==> src/rtl/sidt_pkg.sv <==
// Package for the sorted insert-and-drain table.
// Holds default sizes and the result status codes; no dependencies.
package sidt_pkg;

  localparam int unsigned DefDepth       = 32;
  localparam int unsigned DefKeyBits     = 16;
  localparam int unsigned DefPayloadBits = 32;

  typedef enum logic [1:0] {
    ST_DRAINED  = 2'd0,
    ST_ACCEPTED = 2'd1,
    ST_FULL     = 2'd2,
    ST_EMPTY    = 2'd3
  } status_e;

endpackage

==> src/rtl/sidt_ram.sv <==
// Single-port-write, single-port-read record memory for the sorted table.
// Read data is registered; no package dependencies.
module sidt_ram #(
  parameter int unsigned DEPTH = 32,
  parameter int unsigned WIDTH = 48
) (
  input  logic                     clk_i,
  input  logic                     wr_en_i,
  input  logic [$clog2(DEPTH)-1:0] wr_addr_i,
  input  logic [WIDTH-1:0]         wr_data_i,
  input  logic                     rd_en_i,
  input  logic [$clog2(DEPTH)-1:0] rd_addr_i,
  output logic [WIDTH-1:0]         rd_data_o
);

  logic [WIDTH-1:0] mem_q [DEPTH];
  logic [WIDTH-1:0] rd_data_q;

  always_ff @(posedge clk_i) begin
    if (wr_en_i) begin
      mem_q[wr_addr_i] <= wr_data_i;
    end
  end

  always_ff @(posedge clk_i) begin
    if (rd_en_i) begin
      rd_data_q <= mem_q[rd_addr_i];
    end
  end

  assign rd_data_o = rd_data_q;

endmodule

==> src/rtl/sorted_insert_and_drain_table.sv <==
// Sorted insert-and-drain table: a record memory kept in ascending key order.
// An insert walks down from the top of the table, moving one record up per cycle
// through the single write port of the memory while the shared comparator checks
// the next record, until a stored key is equal or smaller or the bottom is reached.
// A drain emits one entry per cycle while the output is free, limited by the one
// memory read port. Input is taken only between items; a finished result sits in an
// output register so the next item may be accepted before it is taken. Ties keep
// arrival order. Memory contents need no clearing after reset.
module sorted_insert_and_drain_table #(
  parameter int unsigned DEPTH        = sidt_pkg::DefDepth,
  parameter int unsigned KEY_BITS     = sidt_pkg::DefKeyBits,
  parameter int unsigned PAYLOAD_BITS = sidt_pkg::DefPayloadBits
) (
  input  logic                           clk_i,
  input  logic                           rst_ni,
  input  logic                           in_valid_i,
  output logic                           in_ready_o,
  input  logic                           mode_i,
  input  logic signed [KEY_BITS-1:0]     sort_key_i,
  input  logic        [PAYLOAD_BITS-1:0] payload_i,
  output logic                           out_valid_o,
  input  logic                           out_ready_i,
  output logic        [1:0]              status_o,
  output logic signed [KEY_BITS-1:0]     out_key_o,
  output logic        [PAYLOAD_BITS-1:0] out_payload_o,
  output logic                           last_o
);
  import sidt_pkg::*;

  localparam int unsigned IdxW  = $clog2(DEPTH);
  localparam int unsigned CntW  = $clog2(DEPTH + 1);
  localparam int unsigned WordW = KEY_BITS + PAYLOAD_BITS;

  typedef enum logic [4:0] {
    S_IDLE  = 5'b00001,
    S_START = 5'b00010,
    S_CMP   = 5'b00100,
    S_PUT   = 5'b01000,
    S_DOUT  = 5'b10000
  } state_e;

  state_e state_q, state_d;
  logic [CntW-1:0] count_q, count_d;
  logic [IdxW-1:0] idx_q, idx_d;
  logic            mode_q;
  logic signed [KEY_BITS-1:0]     key_q;
  logic        [PAYLOAD_BITS-1:0] pay_q;

  logic                           out_valid_q, out_valid_d;
  status_e                        status_q, status_d;
  logic signed [KEY_BITS-1:0]     out_key_q, out_key_d;
  logic        [PAYLOAD_BITS-1:0] out_pay_q, out_pay_d;
  logic                           last_q, last_d;

  logic            out_free, emit, in_xfer;
  logic            wr_en, rd_en;
  logic [IdxW-1:0] wr_addr, rd_addr;
  logic [WordW-1:0] wr_data, rd_data;
  logic signed [KEY_BITS-1:0]     rd_key;
  logic        [PAYLOAD_BITS-1:0] rd_pay;
  logic [CntW-1:0] cnt_m1;
  logic            key_less, is_last;

  assign in_ready_o = (state_q == S_IDLE);
  assign in_xfer    = in_valid_i && in_ready_o;
  assign out_free   = !out_valid_q || out_ready_i;

  assign rd_key   = rd_data[WordW-1:PAYLOAD_BITS];
  assign rd_pay   = rd_data[PAYLOAD_BITS-1:0];
  assign cnt_m1   = count_q - CntW'(1);
  // shared comparator: new key strictly below the record just read
  assign key_less = key_q < rd_key;
  assign is_last  = (CntW'(idx_q) + CntW'(1)) == count_q;

  always_comb begin
    state_d   = state_q;
    count_d   = count_q;
    idx_d     = idx_q;
    emit      = 1'b0;
    status_d  = status_q;
    out_key_d = '0;
    out_pay_d = '0;
    last_d    = 1'b1;
    wr_en     = 1'b0;
    wr_addr   = idx_q;
    wr_data   = {key_q, pay_q};
    rd_en     = 1'b0;
    rd_addr   = idx_q;

    case (state_q)
      S_IDLE: begin
        if (in_xfer) begin
          state_d = S_START;
        end
      end
      S_START: begin
        if (!mode_q) begin
          if (count_q == CntW'(DEPTH)) begin
            if (out_free) begin
              emit     = 1'b1;
              status_d = ST_FULL;
              state_d  = S_IDLE;
            end
          end else if (count_q == '0) begin
            idx_d   = '0;
            state_d = S_PUT;
          end else begin
            rd_en   = 1'b1;
            rd_addr = cnt_m1[IdxW-1:0];
            idx_d   = cnt_m1[IdxW-1:0];
            state_d = S_CMP;
          end
        end else begin
          if (count_q == '0) begin
            if (out_free) begin
              emit     = 1'b1;
              status_d = ST_EMPTY;
              state_d  = S_IDLE;
            end
          end else begin
            rd_en   = 1'b1;
            rd_addr = '0;
            idx_d   = '0;
            state_d = S_DOUT;
          end
        end
      end
      S_CMP: begin
        if (key_less) begin
          // move the larger record up one slot, then look further down
          wr_en   = 1'b1;
          wr_addr = idx_q + IdxW'(1);
          wr_data = rd_data;
          if (idx_q == '0) begin
            state_d = S_PUT;
          end else begin
            rd_en   = 1'b1;
            rd_addr = idx_q - IdxW'(1);
            idx_d   = idx_q - IdxW'(1);
          end
        end else begin
          idx_d   = idx_q + IdxW'(1);
          state_d = S_PUT;
        end
      end
      S_PUT: begin
        if (out_free) begin
          wr_en    = 1'b1;
          count_d  = count_q + CntW'(1);
          emit     = 1'b1;
          status_d = ST_ACCEPTED;
          state_d  = S_IDLE;
        end
      end
      S_DOUT: begin
        if (out_free) begin
          emit      = 1'b1;
          status_d  = ST_DRAINED;
          out_key_d = rd_key;
          out_pay_d = rd_pay;
          last_d    = is_last;
          if (is_last) begin
            count_d = '0;
            state_d = S_IDLE;
          end else begin
            rd_en   = 1'b1;
            rd_addr = idx_q + IdxW'(1);
            idx_d   = idx_q + IdxW'(1);
          end
        end
      end
      default: begin
        state_d = S_IDLE;
      end
    endcase

    out_valid_d = emit ? 1'b1 : (out_ready_i ? 1'b0 : out_valid_q);
  end

  sidt_ram #(
    .DEPTH(DEPTH),
    .WIDTH(WordW)
  ) u_ram (
    .clk_i    (clk_i),
    .wr_en_i  (wr_en),
    .wr_addr_i(wr_addr),
    .wr_data_i(wr_data),
    .rd_en_i  (rd_en),
    .rd_addr_i(rd_addr),
    .rd_data_o(rd_data)
  );

  always_ff @(posedge clk_i or negedge rst_ni) begin
    if (!rst_ni) begin
      state_q     <= S_IDLE;
      count_q     <= '0;
      idx_q       <= '0;
      out_valid_q <= 1'b0;
    end else begin
      state_q     <= state_d;
      count_q     <= count_d;
      idx_q       <= idx_d;
      out_valid_q <= out_valid_d;
    end
  end

  always_ff @(posedge clk_i) begin
    if (in_xfer) begin
      mode_q <= mode_i;
      key_q  <= sort_key_i;
      pay_q  <= payload_i;
    end
    if (emit) begin
      status_q  <= status_d;
      out_key_q <= out_key_d;
      out_pay_q <= out_pay_d;
      last_q    <= last_d;
    end
  end

  assign out_valid_o   = out_valid_q;
  assign status_o      = status_q;
  assign out_key_o     = out_key_q;
  assign out_payload_o = out_pay_q;
  assign last_o        = last_q;

`ifndef SYNTH
  a_count_bound: assert property (@(posedge clk_i) disable iff (!rst_ni)
    count_q <= CntW'(DEPTH))
    else $error("entry count above table depth");

  a_state_onehot: assert property (@(posedge clk_i) disable iff (!rst_ni)
    $onehot(state_q))
    else $error("sequencer state not one-hot");

  a_no_overwrite: assert property (@(posedge clk_i) disable iff (!rst_ni)
    emit |-> out_free)
    else $error("result written over an untaken result");

  a_insert_count: assert property (@(posedge clk_i) disable iff (!rst_ni)
    (emit && status_d == ST_ACCEPTED) |=> count_q == $past(count_q) + CntW'(1))
    else $error("accepted insert did not grow the table");

  a_drain_clears: assert property (@(posedge clk_i) disable iff (!rst_ni)
    (emit && status_d == ST_DRAINED && last_d) |=> (count_q == '0 && state_q == S_IDLE))
    else $error("final drained entry did not empty the table");
`endif

endmodule
==> config.mk <==
export PLATFORM = sky130hd
export DESIGN_NAME = sorted_insert_and_drain_table
export DESIGN_NICKNAME = d
export VERILOG_FILES = /design/src/rtl/sidt_pkg.sv /design/src/rtl/sidt_ram.sv /design/src/rtl/sorted_insert_and_drain_table.sv
export SDC_FILE = /design/constraint.sdc
export NUM_CORES = 2
export LEC_CHECK = 0
export ABC_AREA = 0
export BUFFER_PORTS_ARGS = -buffer_cell sky130_fd_sc_hd__buf_2
export CORE_UTILIZATION = 43
export DETAILED_ROUTE_END_ITERATION = 10
export GPL_TIMING_DRIVEN = 0
export PLACE_DENSITY_LB_ADDON = 0.12
export SLEW_MARGIN = 20
export SYNTH_ARGS = -nofsm -noshare
export SYNTH_HDL_FRONTEND = slang
export SYNTH_SLANG_ARGS = --single-unit
==> constraint.sdc <==
create_clock -name clk_i -period 6.5 [get_ports clk_i]
set_input_delay 0.65 -clock clk_i [delete_from_list [all_inputs] [get_ports clk_i]]
set_output_delay 0.65 -clock clk_i [all_outputs]
set_load 0.1 [all_outputs]
==> summary.txt <==
Layout
  • Layout fillers: ~14000
  • Footprint of the flip-flops and latches: between 50000 and 60000 µm²
  • Number of nets in the final layout: 5711
  • Final non-filler cell total: 7935
  • Most used cells in the layout excluding fill and tap cells: 1684 x sky130_fd_sc_hd__edfxtp_1, 1349 x sky130_fd_sc_hd__nand2_1, 568 x sky130_fd_sc_hd__nand3_1
  • Area of combinational cells with multiple inputs: around 17000 µm²
  • Area added between synthesis and finish: 17.1%
  • Most common cell after layout, fill and taps aside: sky130_fd_sc_hd__edfxtp_1
  • Layout cells sized above 1: between 10% and 20%

Floorplan
  • Die width: 403 µm
  • Initial standard-cell utilization of the core: a little over two fifths
  • Height of the chip: 403 µm
  • Cell row count: between 100 and 150
  • Core area: 159000 µm²
  • Total I/O pin count: roughly 110
  • Area of the die: 162000 µm²

Global routing
  • First-pass GRT wire length: 318000 µm
  • Global route overflow: 0
  • Antenna violations before repair: 16
  • Via count of the first global-routing pass: approximately 44000
  • Global Route Usage Sum: about 28%
  • Maximum number of pins on one net before global-route repair: 33

Synth
  • Flop and latch count out of synthesis: 1701
  • Most area-consuming cells after synthesis: sky130_fd_sc_hd__edfxtp_1 73%, sky130_fd_sc_hd__nand2_1 7.4%, sky130_fd_sc_hd__nand3_1 4.1%, sky130_fd_sc_hd__and3_1 2.1%, sky130_fd_sc_hd__a31oi_1 1.8%
  • Most used flip-flop cell after synthesis: sky130_fd_sc_hd__edfxtp_1
  • Synthesized netlist net count: between 5000 and 6000
  • Count of distinct cell types in the synthesized netlist: 87
  • Synthesized area per cell: roughly 13 µm²
  • Synth top area share: 73.1%
  • Library cell with the largest summed area after synthesis: sky130_fd_sc_hd__edfxtp_1
  • Area of the mapped netlist: 69200 µm²
  • Sequential fraction of the synthesis area: between 70% and 80%
  • Number of instances in the synthesized netlist: approximately 5200
  • Synth warnings: 0
  • Share of synthesized flip-flops with an asynchronous set or reset: less than 1%
  • Number of enable flip-flop cells after synthesis: about 1700

Worst setup path
  • Launching point of the worst reg2reg path: idx_q[0]
  • Worst-path maximum fanout: 11
  • Worst EP arrival: around 6800 ps
  • Required time at the worst-slack endpoint: between 7000 and 8000 ps
  • CP endpoint kind: register
  • Register-to-register path setup slack: roughly 250 ps
  • Element type at the critical path start: register
  • Critical register-to-register path endpoint: u_ram.rd_data_o[28]
  • Path type of the worst setup path: reg -> reg
  • Worst Reg-to-Reg Cells: 17

Clocking
  • Worst-path clk slew: 60 ps
  • TritonCTS clock tree: built
  • Maximum count of clock buffers along a single path: 3
  • CTS Root Buffer Type: sky130_fd_sc_hd__clkbuf_16
  • Clock buffer count from CTS: 181
  • # Post-CTS Setup Buffers: 0
  • Clock sink total: 1701
  • H-tree level count: 4
  • Clock insertion delay at the later pin of the skew report: around 830 ps

Hold path
  • Worst Hold End: state_q[3]
  • Instance count along the most critical hold path: 3
  • Classification of the worst-slack hold path: in -> reg
  • Start point of the worst min-delay path: in_valid_i

Timing
  • Final critical delay including setup and external delays: between 6000 and 7000 ps
  • Final number of setup-violating endpoints: 0
  • Setup repair after global routing missed its margin: false
  • Final worst hold slack: ~270 ps
  • Count of final max-slew check failures: 0
  • Worst slew margin: a little under a fifth
  • Final setup skew: about 39 ps
  • Worst Tran Pin Value: 1230 ps
  • Final critical-path share of the clock period: a little over nine tenths
  • Max Fclk: about 160 MHz
  • Count of endpoints failing hold in the final timing report: 0

Routing
  • Antenna Nets Post-Route: 0
  • Total DRC errors in the routed layout: 0
  • Post-Route WL: ~230000 µm
  • Via total after detailed routing: between 40000 and 50000
  • Detailed-route wire length per cell: 28.4 µm
  • Per-cell via count in the routed design: ~5.8
  • Initial detailed-routing violation count: 5606
  • Pre-antenna DRT Iters: 5

Place
  • Placed insts: approximately 7600
  • Input/output buffers: roughly 110
  • Detailed placer's ending HPWL: between 150000 and 200000 µm
  • Routability congestion estimate from global placement: 0.878

Power and ir drop
  • Total power per unit cell area: 507 nW/µm²
  • Leakage Power: about 28 nW
  • Max rail drop VDD: around 480 µV

Job
  • Maxcap violations: 0

Status
  • Status: completed
-- flip-flops by register name (all words and copies together) (netlist names) --
signal           flops
last_o               1
idx_q                5
u_ram.mem_q       1536
u_ram.rd_data_o     48
status_o             2
out_payload_o       32
count_q              6
pay_q               32
key_q               16
mode_q               1
state_q              5
out_key_o           16
out_valid_o          1
-- stage by stage --
| stage | power, W | instance area (µm²) | worst slack (ps) | setup TNS (ps) | util (%) |
|---|---|---|---|---|---|
| 6_report | 0.0411 | 81000 | 246 | 0 | 50.9 |
| 5_1_grt | 0.0426 | 81000 | 159 | 0 | 50.9 |
| 4_1_cts | 0.0410 | 81000 | 0.293 | 0 | 50.9 |
| 3_5_place_dp | 0.0310 | 74800 | -116 | -255 | 47.0 |
| 3_3_place_gp | 0.0307 | 72400 | -3130 | -4058510 | 45.5 |
| 2_1_floorplan | 0.0234 | 69200 | 1250 | 0 | - |
-- synth_stat cells (9+ instances only) --
cell,count
sky130_fd_sc_hd__and3_1,231
sky130_fd_sc_hd__o21ai_0,33
sky130_fd_sc_hd__buf_1,22
sky130_fd_sc_hd__inv_1,23
sky130_fd_sc_hd__nor3_1,12
sky130_fd_sc_hd__buf_4,16
sky130_fd_sc_hd__buf_6,12
sky130_fd_sc_hd__a31oi_1,196
sky130_fd_sc_hd__buf_2,148
sky130_fd_sc_hd__a311o_1,46
sky130_fd_sc_hd__nand4_1,9
sky130_fd_sc_hd__mux2i_1,31
sky130_fd_sc_hd__ha_1,19
sky130_fd_sc_hd__xnor2_1,9
sky130_fd_sc_hd__a311oi_1,49
sky130_fd_sc_hd__xor2_1,9
sky130_fd_sc_hd__a22o_1,49
sky130_fd_sc_hd__edfxtp_1,1684
sky130_fd_sc_hd__a211oi_2,40
sky130_fd_sc_hd__nand2_1,1365
sky130_fd_sc_hd__a211oi_1,104
sky130_fd_sc_hd__dfrtp_1,16
sky130_fd_sc_hd__and2_1,38
sky130_fd_sc_hd__nor2_1,94
sky130_fd_sc_hd__nand3_1,568
sky130_fd_sc_hd__clkbuf_1,169
sky130_fd_sc_hd__a21oi_1,74
-- worst max-delay path, cell delays in order, from the launching register on --
cell and delay, ps:
sky130_fd_sc_hd__dfrtp_1 340, sky130_fd_sc_hd__buf_2 230, sky130_fd_sc_hd__clkinv_1 390, sky130_fd_sc_hd__ha_2 690
sky130_fd_sc_hd__xnor2_1 160, sky130_fd_sc_hd__nand2_1 90, sky130_fd_sc_hd__nor4_2 430, sky130_fd_sc_hd__mux2_2 390
sky130_fd_sc_hd__a211o_1 340, sky130_fd_sc_hd__nor3_2 390, sky130_fd_sc_hd__buf_4 320, sky130_fd_sc_hd__buf_2 690
sky130_fd_sc_hd__clkbuf_1 550, sky130_fd_sc_hd__nand2_1 120, sky130_fd_sc_hd__nand3_1 100, sky130_fd_sc_hd__nand3_1 80
sky130_fd_sc_hd__and3_1 250, sky130_fd_sc_hd__a211oi_2 390
-- power breakdown --
group / total (W) / internal (W) / switching (W)
sequential: 0.0132 / 0.0131 / 0.000115
combinational: 0.0178 / 0.00462 / 0.0132
clock: 0.0101 / 0.00568 / 0.00437
-- per-layer routing --
layer | global-route usage [%] | routed length, µm
met1 | 38.4 | 95500
met5 | 0 | 50
met4 | 9.75 | 7770
met2 | 43.2 | 104000
met3 | 5.10 | 18400
-- cell type report --
| class | instances | area share (%) |
|---|---|---|
| inverter | 25 | 0.116 |
| multi-input combinational | 3108 | 20.8 |
| sequential | 1701 | 62.9 |
| antenna | 7 | 0.0216 |
| clock inverter | 87 | 1.02 |
| clock buffer | 239 | 5.98 |
| timing repair buffer | 256 | 3.70 |
| tap | 2146 | 3.31 |
| buffer | 366 | 2.13 |
-- how the worst max path moves through the flow --
stage	start	to	slack [ps]
6_report	idx_q[0]	u_ram.rd_data_o[28]	250
5_1_grt	idx_q[0]	u_ram.rd_data_o[28]	160
4_1_cts	idx_q[0]	u_ram.rd_data_o[47]	0.3
3_5_place_dp	idx_q[0]	u_ram.rd_data_o[28]	-120
3_3_place_gp	key_q[15]	u_ram.mem_q[26][28]	-3130
2_1_floorplan	key_q[14]	u_ram.mem_q[4][0]	1250
-- cell families (layout without fill, tap and decap cells) --
kind of cell / count (synthesis) / in the layout / share of synthesized area, %
xor gates and xnor gates: 18 / 18 / 0.228
other: 0 / 7 / 0
and+or+nand+nor: 2373 / 2373 / 15.3
AOI/OAI and AO/OA: 662 / 662 / 7.24
adders and majority gates: 20 / 20 / 0.358
muxes: 35 / 35 / 0.519
DFF: 1701 / 1701 / 73.7
buffers and inverters: 392 / 973 / 2.61
-- repair_timing --
| action | CTS | global route |
|---|---|---|
| cloned | 0 | 0 |
| hold endpoints to repair | 65 | 0 |
| setup endpoints to repair | 4 | 36 |
| gates resized for setup | 3 | 6 |
| hold buffers | 50 | 0 |
No activity file was read; power rests on OpenSTA's default activity.
